<file path="src/rlu_pkg.sv">
// Shared types and constants for the run-length decoder.
// No dependencies; every other file imports this package.
`timescale 1ns / 1ps

package rlu_pkg;

    // Bits of the header size that are kept (8..32).
    localparam int SIZE_BITS = 32;
    localparam int HDR_W     = 32;
    localparam int STATUS_W  = 3;

    localparam logic [HDR_W-1:0] SIZE_MASK = HDR_W'((64'd1 << SIZE_BITS) - 64'd1);
    localparam logic [7:0]       LONG_CTRL = 8'h80;

    typedef enum logic [3:0] {
        PH_HEADER,
        PH_TOKEN,
        PH_REP_VAL,
        PH_LIT_VAL,
        PH_LONG_VAL,
        PH_LONG_LO,
        PH_LONG_HI,
        PH_LIT_REST,
        PH_TERM,
        PH_DISCARD
    } phase_t;

    typedef enum logic [STATUS_W-1:0] {
        ST_RUN      = 3'd0,
        ST_DONE     = 3'd1,
        ST_ZERO_LIT = 3'd2,
        ST_OVERRUN  = 3'd3,
        ST_TRUNC    = 3'd4,
        ST_BADTERM  = 3'd5
    } status_t;

    typedef struct packed {
        logic             emit;
        logic [7:0]       out_value;
        logic [15:0]      run_length;
        status_t          status;
        logic [HDR_W-1:0] total_size;
        logic             stream_end;
    } result_t;

endpackage

</file>
<file path="src/rlu_decode_core.sv">
// Decoder state and per-byte decode logic: one byte per step strobe.
// Depends on rlu_pkg.
`timescale 1ns / 1ps

module rlu_decode_core
    import rlu_pkg::*;
(
    input  logic       clk,
    input  logic       rst_n,
    input  logic       step,
    input  logic [7:0] data_byte,
    input  logic       last_byte,
    output result_t    res
);

    phase_t           phase_reg, phase_next;
    logic [1:0]       hdr_idx_reg, hdr_idx_next;
    logic [HDR_W-1:0] expected_reg, expected_next;
    // Remaining = expected size minus what has been produced so far.
    logic [HDR_W-1:0] remaining_reg, remaining_next;
    logic [15:0]      pending_reg, pending_next;
    logic [7:0]       held_reg, held_next;

    logic [15:0]      long_len;
    logic [15:0]      run_len;
    logic             run_over;
    logic             lit_over;
    logic [HDR_W-1:0] rem_after_run;
    logic [HDR_W-1:0] rem_dec;
    logic [15:0]      pend_dec;
    logic [HDR_W-1:0] hdr_full;
    logic [HDR_W-1:0] hdr_kept;

    assign long_len      = {data_byte, pending_reg[7:0]};
    assign run_len       = (phase_reg == PH_LONG_HI) ? long_len : pending_reg;
    assign run_over      = HDR_W'(run_len) > remaining_reg;
    assign lit_over      = HDR_W'(pending_reg) > remaining_reg;
    assign rem_after_run = remaining_reg - HDR_W'(run_len);
    assign rem_dec       = remaining_reg - HDR_W'(1);
    assign pend_dec      = pending_reg - 16'd1;
    assign hdr_full      = expected_reg | (HDR_W'(data_byte) << {hdr_idx_reg, 3'b000});
    assign hdr_kept      = hdr_full & SIZE_MASK;

    // Result for the byte on the inputs
    always_comb
    begin
        res = '0;
        res.status = ST_RUN;
        case (phase_reg)
            PH_HEADER, PH_TOKEN, PH_LONG_VAL, PH_LONG_LO, PH_LIT_REST:
            begin
                if (last_byte)
                begin
                    res.emit   = 1'b1;
                    res.status = ST_TRUNC;
                end
                else if (phase_reg == PH_LIT_REST)
                begin
                    res.emit       = 1'b1;
                    res.out_value  = data_byte;
                    res.run_length = 16'd1;
                end
            end
            PH_REP_VAL, PH_LONG_HI:
            begin
                if (run_over)
                begin
                    res.emit   = 1'b1;
                    res.status = ST_OVERRUN;
                end
                else if (last_byte)
                begin
                    res.emit   = 1'b1;
                    res.status = ST_TRUNC;
                end
                else if (run_len != 16'd0)
                begin
                    res.emit       = 1'b1;
                    res.out_value  = (phase_reg == PH_REP_VAL) ? data_byte : held_reg;
                    res.run_length = run_len;
                end
            end
            PH_LIT_VAL:
            begin
                res.emit = 1'b1;
                if (pending_reg == 16'd0)
                    res.status = ST_ZERO_LIT;
                else if (lit_over)
                    res.status = ST_OVERRUN;
                else if (last_byte)
                    res.status = ST_TRUNC;
                else
                begin
                    res.out_value  = data_byte;
                    res.run_length = 16'd1;
                end
            end
            PH_TERM:
            begin
                res.emit = 1'b1;
                if (data_byte != 8'd0 || !last_byte)
                    res.status = ST_BADTERM;
                else
                begin
                    res.status     = ST_DONE;
                    res.total_size = expected_reg;
                end
            end
            default:
            begin
                res.emit = 1'b0;
            end
        endcase
        res.stream_end = res.emit && (res.status != ST_RUN);
    end

    // Next state
    always_comb
    begin
        phase_next     = phase_reg;
        hdr_idx_next   = hdr_idx_reg;
        expected_next  = expected_reg;
        remaining_next = remaining_reg;
        pending_next   = pending_reg;
        held_next      = held_reg;
        if (res.stream_end && (last_byte || res.status == ST_DONE)
            || phase_reg == PH_DISCARD && last_byte)
        begin
            phase_next     = PH_HEADER;
            hdr_idx_next   = 2'd0;
            expected_next  = '0;
            remaining_next = '0;
            pending_next   = '0;
            held_next      = '0;
        end
        else if (res.stream_end)
        begin
            phase_next = PH_DISCARD;
        end
        else
        begin
            case (phase_reg)
                PH_HEADER:
                begin
                    hdr_idx_next = hdr_idx_reg + 2'd1;
                    if (hdr_idx_reg == 2'd3)
                    begin
                        expected_next  = hdr_kept;
                        remaining_next = hdr_kept;
                        phase_next     = (hdr_kept == '0) ? PH_TERM : PH_TOKEN;
                    end
                    else
                        expected_next = hdr_full;
                end
                PH_TOKEN:
                begin
                    if (data_byte > LONG_CTRL)
                    begin
                        pending_next = {9'd0, data_byte[6:0]};
                        phase_next   = PH_REP_VAL;
                    end
                    else if (data_byte == LONG_CTRL)
                    begin
                        pending_next = {8'd0, data_byte};
                        phase_next   = PH_LONG_VAL;
                    end
                    else
                    begin
                        pending_next = {8'd0, data_byte};
                        phase_next   = PH_LIT_VAL;
                    end
                end
                PH_REP_VAL, PH_LONG_HI:
                begin
                    pending_next   = run_len;
                    remaining_next = rem_after_run;
                    phase_next     = (rem_after_run == '0) ? PH_TERM : PH_TOKEN;
                end
                PH_LIT_VAL, PH_LIT_REST:
                begin
                    remaining_next = rem_dec;
                    pending_next   = pend_dec;
                    if (pend_dec != 16'd0)
                        phase_next = PH_LIT_REST;
                    else
                        phase_next = (rem_dec == '0) ? PH_TERM : PH_TOKEN;
                end
                PH_LONG_VAL:
                begin
                    held_next  = data_byte;
                    phase_next = PH_LONG_LO;
                end
                PH_LONG_LO:
                begin
                    pending_next = {8'd0, data_byte};
                    phase_next   = PH_LONG_HI;
                end
                default:
                begin
                    phase_next = phase_reg;
                end
            endcase
        end
    end

    always_ff @(posedge clk or negedge rst_n)
    begin
        if (!rst_n)
        begin
            phase_reg     <= PH_HEADER;
            hdr_idx_reg   <= 2'd0;
            expected_reg  <= '0;
            remaining_reg <= '0;
            pending_reg   <= '0;
            held_reg      <= '0;
        end
        else if (step)
        begin
            phase_reg     <= phase_next;
            hdr_idx_reg   <= hdr_idx_next;
            expected_reg  <= expected_next;
            remaining_reg <= remaining_next;
            pending_reg   <= pending_next;
            held_reg      <= held_next;
        end
    end

endmodule

</file>
<file path="config.mk">
export PLATFORM = sky130hd
export DESIGN_NAME = rlu_decode_core
export DESIGN_NICKNAME = d
export VERILOG_FILES = /design/src/rlu_pkg.sv /design/src/rlu_decode_core.sv
export SDC_FILE = /design/constraint.sdc
export NUM_CORES = 1
export LEC_CHECK = 0
export BUFFER_PORTS_ARGS = -buffer_cell sky130_fd_sc_hd__buf_4
export CORE_MARGIN = 2
export CORE_UTILIZATION = 50
export DETAILED_ROUTE_END_ITERATION = 12
export GPL_TIMING_DRIVEN = 0
export PLACE_DENSITY = 0.82
export SYNTH_ARGS = -nofsm -noshare
export SYNTH_HDL_FRONTEND = slang
export SYNTH_SLANG_ARGS = --single-unit
</file>
<file path="constraint.sdc">
create_clock -name clk -period 5.6 [get_ports clk]
set_clock_uncertainty 0.2 [all_clocks]
set_input_delay 1.12 -clock clk [delete_from_list [all_inputs] [get_ports clk]]
set_output_delay 1.12 -clock clk [all_outputs]
set_load 0.1 [all_outputs]
</file>
### Yosys cells after proc, flatten, opt, wreduce, memory -nomap -nowiden

Index checks and enable logic that the tools add are counted.

* multiplexer cells: 50
* bitwise operators: 1
* add/subtract/negate cells: 4
* reduce and logical (&&, ||, !) cells: 30
* eq/ne operators: 15
* magnitude comparators: 3
* shifts and indexed selects: 1

Operators by type and width (number)
* $mux W32: 8
* $mux W24: 6
* $logic_not A32 Y1: 3
* $pmux W32 S3: 1
* $pmux W24 S3: 1
* $gt A16 B32 Y1: 2
* $pmux W16 S4: 1
* $mux W25: 2
* $mux W16: 3
* $mux W8: 5
* $or A32 B32 Y32: 1
* $reduce_bool A16 Y1: 2
* $shl A8 B5 Y32: 1
* $sub A32 B1 Y32 const B: 1
* $sub A32 B16 Y32: 1
* $mux W4: 7
* $pmux W4 S6: 1
* $mux W3: 7
* $eq A4 B3 Y1 const B: 4
* $logic_not A16 Y1: 1
* $reduce_bool A8 Y1: 2
* $sub A16 B1 Y16 const B: 1
* $pmux W3 S4: 1
* $reduce_and A3 Y1: 4
* 25 further kinds: 38

* output and inout bits: 61
* register bits: 94
* input port bits: 12
* word-level logic and storage cells: 110

### Logic depth before layout (Yosys ltp)

* word-level depth: 12
* gate-level depth with buffers: 19

### Worst setup path after synthesis

Ideal clock, no wire load.

* kind: in2out
* from: input data_byte[0]
* to: output res[53] (netlist bit)
* arrival time: 5.977 ns
* path slack: -1.697 ns
* stages: 13
* data required time: 4.280 ns
* cell sequence: clkbuf_1 > mux2i_1 > ha_1 > inv_1 > a211oi_1 > a2111oi_4 > nor4b_2 > or4_1 > clkbuf_1 > nor2_1 > or4_1 > clkbuf_1 > o21ai_0

RTL lines
* from (decl): RTL line rlu_decode_core.sv:11 `input logic [7:0] data_byte,`
* to (decl): RTL line rlu_decode_core.sv:13 `output result_t res`

==> results.md <==
Clocking:
- The clock tree from TritonCTS is built.
- The total CTS buffers is 9.
- CTS built an H-tree with a depth of 3.
- The number of buffers on the longest clock path is 2.
- The clock drives 94 sinks.
- Clock-pin slew was measured on the worst setup and hold paths at about 0.070 ns.
- The root buffer cell is sky130_fd_sc_hd__clkbuf_16.
- The source-to-sink clock delay at the later pin of the worst-skew pair is 0.38 ns.

Logic synthesis:
- For this run, the leading register cell type out of synthesis is sky130_fd_sc_hd__dfrtp_1.
- The number of flops mapped to enable cells by yosys is 0.
- During synthesis, Yosys emitted a total of 0 warnings.
- The part of the Yosys area used for sequential elements is 0.2707.
- The number of standard cells after synthesis is between 1000 and 1500.
- Synthesis instantiated 88 different standard cells from the library.
- Counting flops and latches in the post-synthesis netlist gives 94.
- In this run the cell area of the synthesized design comes to 8690 µm².
- After synthesis, the mean cell area works out to 7.370 µm².
- The post-synth net total is 1225.
- Counting flops with an async set or reset pin after synthesis yields a share of 1.000.

Cells and area:
- The top cell types in the final layout, fill and taps aside, are sky130_fd_sc_hd__nand2_1 (137), sky130_fd_sc_hd__nor2_1 (117), sky130_fd_sc_hd__dfrtp_1 (93).
- The area growth from synthesis to layout is 20.55%.
- Once layout is complete, the utilization of the core stands at 0.6120.
- Of the cells placed in the final design, the portion with a size suffix greater than 1 is 0.1532.
- The total non-filler cell area in the finished layout is 10480 µm².
- The net count reported at finish is 1320.
- The leading cell type in the layout, fill and taps excluded is sky130_fd_sc_hd__nand2_1.

Route:
- The detailed-routing iteration count for the pre-antenna-repair pass is 6.
- The count of nets left with antenna violations once routing finished came out at 0.
- The aggregate routed wire length is ~36000 µm.
- After detailed routing, the number of remaining DRC violations is 0.
- The final route contains 10130 vias.
- The mean number of vias per cell is 6.732.
- The post-detailed-route wirelength per cell is 23.64 µm.
- The detailed router finished its first iteration with between 1000 and 1500 violations.

Setup path:
- The maximum single-stage delay on the critical path is 1.13 ns.
- The worst setup path is launched from an input port.
- STA classifies the critical path endpoint as an output pin.
- The cell with the biggest individual delay on the critical path is sky130_fd_sc_hd__nor4_1.
- The required arrival time at the worst endpoint is 4.28 ns.
- In this run the worst path has a maximum fanout of 10.
- For the worst setup path, the data arrival time is 4.30 ns.
- The worst setup path is of the input port to output pin kind.
- The cell count of the worst reg-to-reg path is 14.
- The critical path goes through buf_4 > clkbuf_1 > nor4_1 > nand2_1 > nor4_1 > clkbuf_1 > and2_1 > buf_4.

Die:
- The number of ports placed on the die boundary is 73.
- The core outline area is 17120 µm².
- The starting density of the core is 0.5077.
- In this run the vertical extent of the chip is 135.8 µm.
- The number of rows in the core area is 48.
- The die span in x is about 140 µm.
- The die covers 18450 µm².

Timing:
- The portion of the clock cycle consumed by the worst path in the final layout is 1.004.
- Based on the critical path, the design can be clocked at up to 177.9 MHz.
- The worst-case headroom to the max-slew limit is 0.006033.
- The hold violation count in the final report is 0.
- For the pin with the worst max-slew slack, the measured transition is 1.477 ns.
- The final-report setup violation count is 8.
- The count of final max-slew check failures is 0.
- The final worst-path setup slack is -0.02121 ns.
- The smallest clock period supported by the final layout is computed as 5.621 ns.

GRT:
- Entering global routing, the biggest net connects 95 pins.
- The first global-routing pass estimated 54420 µm of wire.
- For this run the aggregate overflow at the end of global routing stands at 0.
- The via count of the first global-routing pass is ~9400.
- Across every metal layer, demand over resource in global routing totals 0.3894.
- The number of antenna violations at the first check in global routing is 1.

Power:
- Dividing total power by cell area gives a power density of around 650 nW/µm².
- The peak supply drop is between 0.0005 and 0.0006 V.
- The leakage dissipation is 4.410 nW.
- The power consumption is 6.838 mW.

Place:
- The number of buffers added on ports is a little over 70.
- The worst slack after detailed placement is -1.062 ns.
- The estimated wirelength of the detail-placed design is between 20000 and 30000 µm.
- The placer's final routability congestion estimate is about 1.0.
- The area after detailed placement is 9769 µm².

Run:
- The tool flagged a number of max-cap violations equal to 1.

Status:
- The flow ran to the end, but the final reports show violations.
- The final reports fail on max-capacitance violations, negative setup slack.

Worst hold path:
- The tightest min-delay check is of the flop to flop type.
- The number of stages on the worst hold path is 2.
## per-layer routing
layer / vias to the layer above / share of wire / wire length [µm] / global-route usage
li1: 4492 / - / - / -
met1: 4752 / 0.39 / 13740 / 0.5242
met2: 754 / 0.43 / 15280 / 0.5850
met3: 133 / 0.13 / 4587 / 0.09657
met4: 0 / 0.056 / 1978 / 0.1892
met5: - / 0 / 0 / 0
## layout make-up
cell class	instances	area, µm²
Tap cell	225	281.5
Inverter	45	172.7
Clock inverter	6	78.83
Sequential cell	94	2354
Clock buffer	10	239.0
Fill cell	1599	6641
Multi-Input combinational cell	955	6186
Buffer	73	309.0
Antenna cell	1	2.502
Timing Repair Buffer	96	852.1
## Yosys cell counts (15+ instances only)
library cell | count | area, µm²
sky130_fd_sc_hd__a211oi_1 | 16 | 120.1
sky130_fd_sc_hd__a21oi_1 | 81 | 405.4
sky130_fd_sc_hd__a31oi_1 | 28 | 175.2
sky130_fd_sc_hd__and2_1 | 41 | 256.5
sky130_fd_sc_hd__clkbuf_1 | 72 | 270.3
sky130_fd_sc_hd__dfrtp_1 | 94 | 2352
sky130_fd_sc_hd__ha_1 | 33 | 412.9
sky130_fd_sc_hd__inv_1 | 42 | 157.7
sky130_fd_sc_hd__nand2_1 | 137 | 514.2
sky130_fd_sc_hd__nand3_1 | 34 | 170.2
sky130_fd_sc_hd__nand4_1 | 28 | 175.2
sky130_fd_sc_hd__nor2_1 | 134 | 503.0
sky130_fd_sc_hd__nor2b_1 | 15 | 93.84
sky130_fd_sc_hd__nor3_1 | 39 | 195.2
sky130_fd_sc_hd__nor4_1 | 22 | 137.6
sky130_fd_sc_hd__o21ai_0 | 75 | 375.4
sky130_fd_sc_hd__o31ai_1 | 37 | 277.8
sky130_fd_sc_hd__xnor2_1 | 28 | 245.2
## path summary, 6_finish.rpt
path	endpoint	slack, ns	start
min in group asynchronous	pending_reg[7]$_DFFE_PN0P_	0.63	rst_n
worst max register to register	held_reg[4]$_DFFE_PN0P_	0.33	pending_reg[0]$_DFFE_PN0P_
max in group asynchronous	remaining_reg[30]$_DFFE_PN0P_	3.89	rst_n
worst max-delay path	res[2]	-0.02	data_byte[1]
worst min register to register	held_reg[1]$_DFFE_PN0P_	0.30	held_reg[1]$_DFFE_PN0P_
worst min-delay path	held_reg[1]$_DFFE_PN0P_	0.30	held_reg[1]$_DFFE_PN0P_
## timing repair
action,in CTS,in global routing
gates cloned,0,0
pin swaps,9,4
hold buffers,0,0
setup buffers,22,3
gates resized for setup,47,14
endpoints found under the setup margin,92,42
## cell families (layout without fill, tap and decap cells)
kind of cell / after synthesis / after routing / share of synthesized area
XOR/XNOR: 38 / 38 / 0.03830
buffers and inverters: 130 / 230 / 0.05976
flip-flops: 94 / 94 / 0.2707
adder cells (fa/ha/maj): 37 / 37 / 0.05328
other: 0 / 1 / 0
AO/OA/AOI/OAI: 349 / 349 / 0.2675
multiplexers: 16 / 16 / 0.01915
AND/OR/NAND/NOR: 515 / 515 / 0.2913
## critical path: cells and delay by family
family                 cells  cell delay [ns]
buffers and inverters      4             1.20
and+or+nand+nor            4             1.97
## per-stage QoR
step                      setup TNS, ns  cells  hold slack [ns]
final                          -0.07138   1505           0.3004
after global routing            -0.2011   1504           0.3335
after CTS                      -0.06743   1507           0.3080
after detailed placement         -62.31   1475           0.2922
after global placement           -57.24   1475           0.2663
after floorplan                       0   1179           0.2502
## power breakdown
| part | total (mW) | internal [mW] | switching, mW |
|---|---|---|---|
| Clock | 0.689 | 0.368 | 0.321 |
| Combinational | 4.93 | 1.70 | 3.22 |
| Sequential | 1.22 | 0.916 | 0.307 |
Power figures use the tool's default switching activity.
